### src/hw/rtl/dxt_pkg.sv
// Shared types, constants and arithmetic helpers for the DXT block decoder.
// Depends on nothing; used by every file under hw/rtl.
`default_nettype none

package dxt_pkg;

   localparam int unsigned PixelsPerBlock = 16;
   localparam int unsigned CntWidth       = $clog2(PixelsPerBlock);
   localparam logic [CntWidth-1:0] LastPixel = CntWidth'(PixelsPerBlock - 1);

   localparam logic [13:0] Recip3 = 14'd10923;
   localparam logic [12:0] Recip5 = 13'd6554;
   localparam logic [12:0] Recip7 = 13'd4682;
   localparam int unsigned RecipShift = 15;

   localparam logic [7:0] AlphaOpaque = 8'hFF;
   localparam logic [7:0] AlphaClear  = 8'h00;

   typedef enum logic {
      FMT_DXT1 = 1'b0,
      FMT_DXT5 = 1'b1
   } format_type;

   typedef struct packed {
      logic [63:0] color_block;
      logic [63:0] alpha_block;
   } req_payload_type;

   typedef struct packed {
      logic [7:0] red;
      logic [7:0] green;
      logic [7:0] blue;
      logic [7:0] alpha;
      logic [1:0] pixel_x;
      logic [1:0] pixel_y;
      logic       last_pixel;
   } rsp_payload_type;

   typedef struct packed {
      logic [7:0] r;
      logic [7:0] g;
      logic [7:0] b;
   } rgb_type;

   typedef rgb_type [3:0]         color_pal_type;
   typedef logic [7:0][7:0]       alpha_pal_type;

   function automatic logic [7:0] widen5(input logic [4:0] v);
      return {v, v[4:2]};
   endfunction

   function automatic logic [7:0] widen6(input logic [5:0] v);
      return {v, v[5:4]};
   endfunction

   function automatic rgb_type split565(input logic [15:0] c);
      rgb_type o;
      o.r = widen5(c[15:11]);
      o.g = widen6(c[10:5]);
      o.b = widen5(c[4:0]);
      return o;
   endfunction

   // x <= 765
   function automatic logic [7:0] div3(input logic [9:0] x);
      logic [23:0] p;
      p = 24'(x) * 24'(Recip3);
      return p[RecipShift +: 8];
   endfunction

   // x <= 1275
   function automatic logic [7:0] div5(input logic [10:0] x);
      logic [23:0] p;
      p = 24'(x) * 24'(Recip5);
      return p[RecipShift +: 8];
   endfunction

   // x <= 1785
   function automatic logic [7:0] div7(input logic [10:0] x);
      logic [23:0] p;
      p = 24'(x) * 24'(Recip7);
      return p[RecipShift +: 8];
   endfunction

endpackage

`default_nettype wire

### src/hw/rtl/dxt_color_pal.sv
// Four-entry colour palette from the two RGB565 endpoints of a block.
// Depends on dxt_pkg.
`default_nettype none

module dxt_color_pal
   import dxt_pkg::*;
(
   input  var format_type    mode,
   input  var logic [15:0]   endpoint0,
   input  var logic [15:0]   endpoint1,
   output var color_pal_type palette
);

   rgb_type e0;
   rgb_type e1;
   logic    four;

   assign e0   = split565(endpoint0);
   assign e1   = split565(endpoint1);
   assign four = (mode == FMT_DXT5) || (endpoint0 > endpoint1);

   function automatic logic [7:0] third(input logic [7:0] a, input logic [7:0] b);
      return div3(10'({a, 1'b0}) + 10'(b));
   endfunction

   function automatic logic [7:0] half(input logic [7:0] a, input logic [7:0] b);
      logic [8:0] s;
      s = 9'(a) + 9'(b);
      return s[8:1];
   endfunction

   always_comb begin
      palette[0] = e0;
      palette[1] = e1;
      if (four) begin
         palette[2].r = third(e0.r, e1.r);
         palette[2].g = third(e0.g, e1.g);
         palette[2].b = third(e0.b, e1.b);
         palette[3].r = third(e1.r, e0.r);
         palette[3].g = third(e1.g, e0.g);
         palette[3].b = third(e1.b, e0.b);
      end else begin
         palette[2].r = half(e0.r, e1.r);
         palette[2].g = half(e0.g, e1.g);
         palette[2].b = half(e0.b, e1.b);
         palette[3]   = '0;
      end
   end

endmodule

`default_nettype wire

### src/hw/rtl/dxt_alpha_pal.sv
// Eight-entry interpolated alpha palette of a DXT5 block.
// Depends on dxt_pkg.
`default_nettype none

module dxt_alpha_pal
   import dxt_pkg::*;
(
   input  var logic [7:0]    a0,
   input  var logic [7:0]    a1,
   output var alpha_pal_type palette
);

   always_comb begin : mix
      logic [10:0] s;
      palette    = '0;
      palette[0] = a0;
      palette[1] = a1;
      if (a0 > a1) begin
         for (int j = 1; j < 7; j++) begin
            s = 11'(a0) * 11'(7 - j) + 11'(a1) * 11'(j);
            palette[j + 1] = div7(s);
         end
      end else begin
         for (int j = 1; j < 5; j++) begin
            s = 11'(a0) * 11'(5 - j) + 11'(a1) * 11'(j);
            palette[j + 1] = div5(s);
         end
         palette[6] = AlphaClear;
         palette[7] = AlphaOpaque;
      end
   end

endmodule

`default_nettype wire

### src/hw/rtl/dxt_block_decoder.sv
// Top level of the S3TC DXT1/DXT5 block decoder: input register, palette
// register with pixel counter, output register. Depends on dxt_pkg,
// dxt_color_pal and dxt_alpha_pal.
//
// Channel  Dir  Handshake              Beat
// req      in   req_valid / req_stall  req_payload_type, one 4x4 block
// rsp      out  rsp_valid / rsp_stall  rsp_payload_type, one pixel, row-major
// csr      in   csr_wr_en              csr_wr_data = format_mode (0 DXT1, 1 DXT5)
//
// One pixel beat per cycle while rsp_stall is low; the pixel counter on the palette
// register counts a block's 16 pixels. A new block is taken while the previous
// one drains. The first pixel passes the input, palette and output registers
// before it shows on rsp. Reset clears all valids and sets format_mode to DXT1.
// rsp_stall holds the output beat; req_stall is high while a block waits.
`default_nettype none

module dxt_block_decoder
   import dxt_pkg::*;
(
   input  var logic            clock,
   input  var logic            reset,
   input  var logic            csr_wr_en,
   input  var logic            csr_wr_data,
   input  var logic            req_valid,
   output var logic            req_stall,
   input  var req_payload_type req_data,
   output var logic            rsp_valid,
   input  var logic            rsp_stall,
   output var rsp_payload_type rsp_data
);

   format_type      mode_ff;

   logic            in_valid_ff, in_valid_in;
   req_payload_type in_data_ff;

   logic            pal_valid_ff, pal_valid_in;
   logic [CntWidth-1:0] cnt_ff, cnt_in;
   color_pal_type   cpal_ff;
   alpha_pal_type   apal_ff;
   logic [31:0]     cidx_ff, cidx_in;
   logic [47:0]     aidx_ff, aidx_in;

   logic            rsp_valid_ff, rsp_valid_in;
   rsp_payload_type rsp_data_ff, rsp_data_in;

   color_pal_type   cpal_new;
   alpha_pal_type   apal_new;

   logic req_take, rsp_free, pix_go, pal_last, pal_load;

   dxt_color_pal u_color_pal (
      .mode      (mode_ff),
      .endpoint0 (in_data_ff.color_block[15:0]),
      .endpoint1 (in_data_ff.color_block[31:16]),
      .palette   (cpal_new)
   );

   dxt_alpha_pal u_alpha_pal (
      .a0      (in_data_ff.alpha_block[7:0]),
      .a1      (in_data_ff.alpha_block[15:8]),
      .palette (apal_new)
   );

   assign rsp_free  = !rsp_valid_ff || !rsp_stall;
   assign pix_go    = pal_valid_ff && rsp_free;
   assign pal_last  = (cnt_ff == LastPixel);
   assign pal_load  = in_valid_ff && (!pal_valid_ff || (pix_go && pal_last));
   assign req_stall = in_valid_ff && !pal_load;
   assign req_take  = req_valid && !req_stall;

   always_comb begin
      in_valid_in = in_valid_ff;
      if (req_take) begin
         in_valid_in = 1'b1;
      end else if (pal_load) begin
         in_valid_in = 1'b0;
      end
   end

   always_comb begin
      pal_valid_in = pal_valid_ff;
      cnt_in       = cnt_ff;
      cidx_in      = cidx_ff;
      aidx_in      = aidx_ff;
      if (pal_load) begin
         pal_valid_in = 1'b1;
         cnt_in       = '0;
         cidx_in      = in_data_ff.color_block[63:32];
         aidx_in      = in_data_ff.alpha_block[63:16];
      end else if (pix_go) begin
         pal_valid_in = !pal_last;
         cnt_in       = cnt_ff + 1'b1;
         cidx_in      = {2'b00, cidx_ff[31:2]};
         aidx_in      = {3'b000, aidx_ff[47:3]};
      end
   end

   always_comb begin
      rgb_type c;
      c                      = cpal_ff[cidx_ff[1:0]];
      rsp_data_in.red        = c.r;
      rsp_data_in.green      = c.g;
      rsp_data_in.blue       = c.b;
      rsp_data_in.alpha      = (mode_ff == FMT_DXT5) ? apal_ff[aidx_ff[2:0]] : AlphaOpaque;
      rsp_data_in.pixel_x    = cnt_ff[1:0];
      rsp_data_in.pixel_y    = cnt_ff[3:2];
      rsp_data_in.last_pixel = pal_last;
      rsp_valid_in           = rsp_free ? pal_valid_ff : rsp_valid_ff;
   end

   always_ff @(posedge clock) begin
      if (reset) begin
         mode_ff      <= FMT_DXT1;
         in_valid_ff  <= 1'b0;
         pal_valid_ff <= 1'b0;
         cnt_ff       <= '0;
         rsp_valid_ff <= 1'b0;
      end else begin
         if (csr_wr_en) begin
            mode_ff <= format_type'(csr_wr_data);
         end
         in_valid_ff  <= in_valid_in;
         pal_valid_ff <= pal_valid_in;
         cnt_ff       <= cnt_in;
         rsp_valid_ff <= rsp_valid_in;
      end
   end

   always_ff @(posedge clock) begin
      if (req_take) begin
         in_data_ff <= req_data;
      end
      if (pal_load) begin
         cpal_ff <= cpal_new;
         apal_ff <= apal_new;
      end
      cidx_ff <= cidx_in;
      aidx_ff <= aidx_in;
      if (pix_go) begin
         rsp_data_ff <= rsp_data_in;
      end
   end

   assign rsp_valid = rsp_valid_ff;
   assign rsp_data  = rsp_data_ff;

endmodule

`default_nettype wire

### config.mk
export PLATFORM = sky130hd
export DESIGN_NAME = dxt_block_decoder
export DESIGN_NICKNAME = d
export VERILOG_FILES = /design/src/hw/rtl/dxt_pkg.sv /design/src/hw/rtl/dxt_color_pal.sv /design/src/hw/rtl/dxt_alpha_pal.sv /design/src/hw/rtl/dxt_block_decoder.sv
export SDC_FILE = /design/constraint.sdc
export NUM_CORES = 2
export LEC_CHECK = 0
export BUFFER_PORTS_ARGS = -buffer_cell sky130_fd_sc_hd__buf_2
export CAP_MARGIN = 15
export CORE_AREA = 2 2 290 292
export CTS_CLUSTER_SIZE = 25
export DETAILED_ROUTE_END_ITERATION = 8
export DIE_AREA = 0 0 292 294
export GPL_TIMING_DRIVEN = 0
export MAX_ROUTING_LAYER = met4
export PLACE_DENSITY = 0.77
export SLEW_MARGIN = 30
export SYNTH_ARGS = -nofsm -noshare
export SYNTH_HDL_FRONTEND = slang
export SYNTH_SLANG_ARGS = --single-unit
export TNS_END_PERCENT = 1
### constraint.sdc
create_clock -name clock -period 10.9 [get_ports clock]
set_clock_uncertainty 0.2 [all_clocks]
set_input_delay 2.18 -clock clock [delete_from_list [all_inputs] [get_ports clock]]
set_output_delay 2.18 -clock clock [all_outputs]
set_load 0.01 [all_outputs]
==> reports/qor.txt <==
actual slew at the worst max-slew pin -> 1.05 ns
number of synthesized flops with an enable pin -> 389
DIE WIDTH -> 292 um
GRT Overall Usage -> 26.6%
Mapped Area -> 49300 sq um
Initial Util -> 59.5%
Worst-Skew Late Latency -> 0.62 ns
Setup Viol. Count Final -> 0
Setup TNS -> 0 ns
maximum clock rate -> 0.105 GHz
die height -> 294 um
post-CTS sizing -> 0
RSZ-0062 raised after global routing -> no
Final #Nets -> 6372
clk slew on worst S/H paths -> 0.06 ns
gr ovfl total -> 0
Post-Synth Simple-Gate Area -> 5.85%
Synth Area in Adders -> 46.8%
Slew Limit Fails -> 0
CP Launch Type -> register
Non-Filler Instances -> 5774
asr flop ratio synth -> 0%
ratio of cells with drive above 1 in the final layout -> 9.15%
most frequent CP cell -> fa_1
Final Cycle Share -> 87.2%
hold_ws -> 0.311 ns
Syn Nets -> 6133
Iter 0 DRT Violations -> 1828
Root Buffer -> clkbuf_16
Fill cells -> 6322
Post-Synth XOR/XNOR Area -> 4.80%
#FFs+latches synth -> 397
vias per inst -> 5.72
routed via count -> 33.0k
first-pass GRT wire length -> 176 mm
critical path peak fanout -> 12
RePlAce Congestion -> 0.922
Worst path slowest cell -> edfxtp_1
wire per inst -> 18.6 um
initial antenna violation count -> 6
Rel. slew slack -> 30.1%
Synth Area in Compound Gates -> 8.20%
Final Hold Fails -> 0
dpl hpwl -> 87.8 mm
vias in the first global route -> 34.5k
Area Growth Syn to Fin -> 8.33%
Mapped Avg Cell Area -> 11.2 sq um
status -> complete, no violations
cts bufs inserted -> 48
Post-Route WL -> 108 mm
placed cell count -> 5677
max incr delay on CP -> 0.91 ns
Setup Fix Bufs, Post-CTS -> 0
PortBufs -> 171
CTS tree -> yes
Max Cap Viol -> 0
mux contribution to synthesized area -> 4.05%
largest net degree at the start of global routing -> 81
sequential share of the synthesized area -> 24.0%
drt first pass iters -> 5
CP arrival -> 9.63 ns
Top-Level Pins -> 173
HP Class -> reg2reg
clock sink count -> 397
crit end category -> register
kind of critical path -> reg2reg
htree depth -> 2
Longest Clk Path Bufs -> 3
DR DRC count -> 0
Core Util, Final -> 64.5%
Syn Inst Count -> 4411
Die Area -> 85800 sq um
final critical-path required period -> 9.51 ns
number of nets with antenna violations after routing -> 0
Post-CTS Hold Buffers -> 0
largest family of logic cells by synthesized area -> adder cells
placeable core area -> 82900 sq um
Synth cell types -> 87
FP Rows -> 106
ys flop type -> edfxtp_1
Yosys Warn Count -> 0
WP data required -> 11.02 ns
[per-layer routing]
layer | track usage [%] | part of all wire, % | wire length, um
met1 | 34.6 | 44 | 46900
met2 | 44.8 | 48 | 52000
met3 | 3.02 | 5.5 | 5930
met4 | 6.39 | 2.6 | 2770
met5 | - | 0 | 0
[worst paths after layout]
| check | slack (ns) | to | cells past startpoint | startpoint |
|---|---|---|---|---|
| setup / recovery | 1.39 | apal_ff[29] | 28 | in_data_ff[2] |
| hold / removal | 0.31 | aidx_ff[47] | 1 | in_data_ff[63] |
| setup reg to reg | 1.39 | apal_ff[29] | 28 | in_data_ff[2] |
| hold reg to reg | 0.31 | aidx_ff[47] | 1 | in_data_ff[63] |
[cell type report]
| type | count | area (sq um) | area share, % |
|---|---|---|---|
| inverter | 788 | 2960 | 5.54 |
| timing repair buffer | 189 | 1160 | 2.17 |
| buffer | 40 | 181 | 0.340 |
| clock inverter | 35 | 332 | 0.621 |
| clock buffer | 54 | 1220 | 2.29 |
| tap | 1080 | 1350 | 2.53 |
| multi-input combinational | 3186 | 34400 | 64.3 |
| sequential | 397 | 11800 | 22.2 |
| antenna | 5 | 12.5 | 0.0234 |
[cell usage after synthesis, drive strengths merged, types with 5 or more instances]
master | count | area [sq um]
o22ai | 7 | 43.8
nand2 | 107 | 402
edfxtp | 389 | 11700
nor3b | 8 | 60.1
nand3 | 47 | 248
mux2 | 78 | 878
and2 | 21 | 134
mux2i | 22 | 220
a211oi | 26 | 205
o21bai | 49 | 368
o211ai | 17 | 128
a311oi | 5 | 43.8
nand2b | 22 | 138
o21ai | 99 | 495
a31oi | 25 | 156
o221ai | 6 | 52.6
clkbuf | 25 | 93.8
nand4 | 31 | 194
o31a | 5 | 43.8
xnor2 | 184 | 1610
a21o | 85 | 638
o31ai | 9 | 67.6
nor3 | 52 | 260
inv | 788 | 2960
or2 | 13 | 81.3
nor2 | 163 | 612
a211o | 9 | 78.8
a21oi | 184 | 925
mux4 | 40 | 901
a41oi | 8 | 70.1
xor2 | 81 | 709
fa | 425 | 8510
dfxtp | 8 | 160
o21a | 29 | 218
or3 | 25 | 156
a2111oi | 5 | 56.3
nor2b | 35 | 226
nor4 | 12 | 75.1
ha | 1163 | 14600
a21boi | 7 | 52.6
buf | 15 | 76.3
o41ai | 9 | 86.3
and3 | 24 | 150
[kinds of logic (layout without fill, tap and decap cells)]
kind of cell               Yosys count  after routing
AOI/OAI and AO/OA                  615            615
xor gates and xnor gates           267            267
adders and majority gates         1588           1588
buffers and inverters              828           1106
DFF                                397            397
muxes                              140            140
other                                0              5
and+or+nand+nor                    576            576
[cells in the final DEF, fill, tap and decap left out, types with 17 or more instances in the layout]
cell	instances
mux4_2	40
xnor2_1	184
or3_1	25
nor2_1	163
and2_1	18
clkbuf_1	28
clkbuf_16	48
mux2_2	77
xor2_1	81
nor2b_1	34
nand2_1	107
mux2i_1	22
o21bai_1	49
nand4_1	31
nand2b_1	22
o21ai_1	37
ha_1	1163
and3_1	24
buf_2	176
edfxtp_1	389
o21ai_0	62
o211ai_1	17
inv_1	784
fa_1	425
nor3_1	52
a21o_1	85
a31oi_1	25
o21a_1	29
a21oi_1	183
a211oi_1	24
nand3_1	46
[stage by stage]
stage | worst slack (ns) | cell area (sq um)
6_report | 1.39 | 53400
3_3_place_gp | 0.872 | 51500
3_5_place_dp | 1.35 | 51800
4_1_cts | 1.31 | 53400
2_1_floorplan | 2.90 | 49300
5_1_grt | 0.870 | 53400
[worst max-delay path, delay by kind of cell (launching register included)]
family | cells | cell delay (ns)
flops | 1 | 0.91
simple gates | 6 | 0.99
buf+inv | 3 | 0.59
mux | 1 | 0.15
xor+xnor | 2 | 0.51
fa+ha+maj | 8 | 3.62
compound gates | 8 | 2.25
[registers in the layout (all words and copies together), names as in the netlist]
signal	count
apal_ff	64
aidx_ff	48
in_valid_ff	1
cidx_ff	32
cpal_ff	80
rsp_data	37
cnt_ff	4
in_data_ff	128
rsp_valid	1
pal_valid_ff	1
mode_ff	1
Power is not shown: default switching activity piles up to over one toggle a cycle in this logic, so the estimate is an artifact.
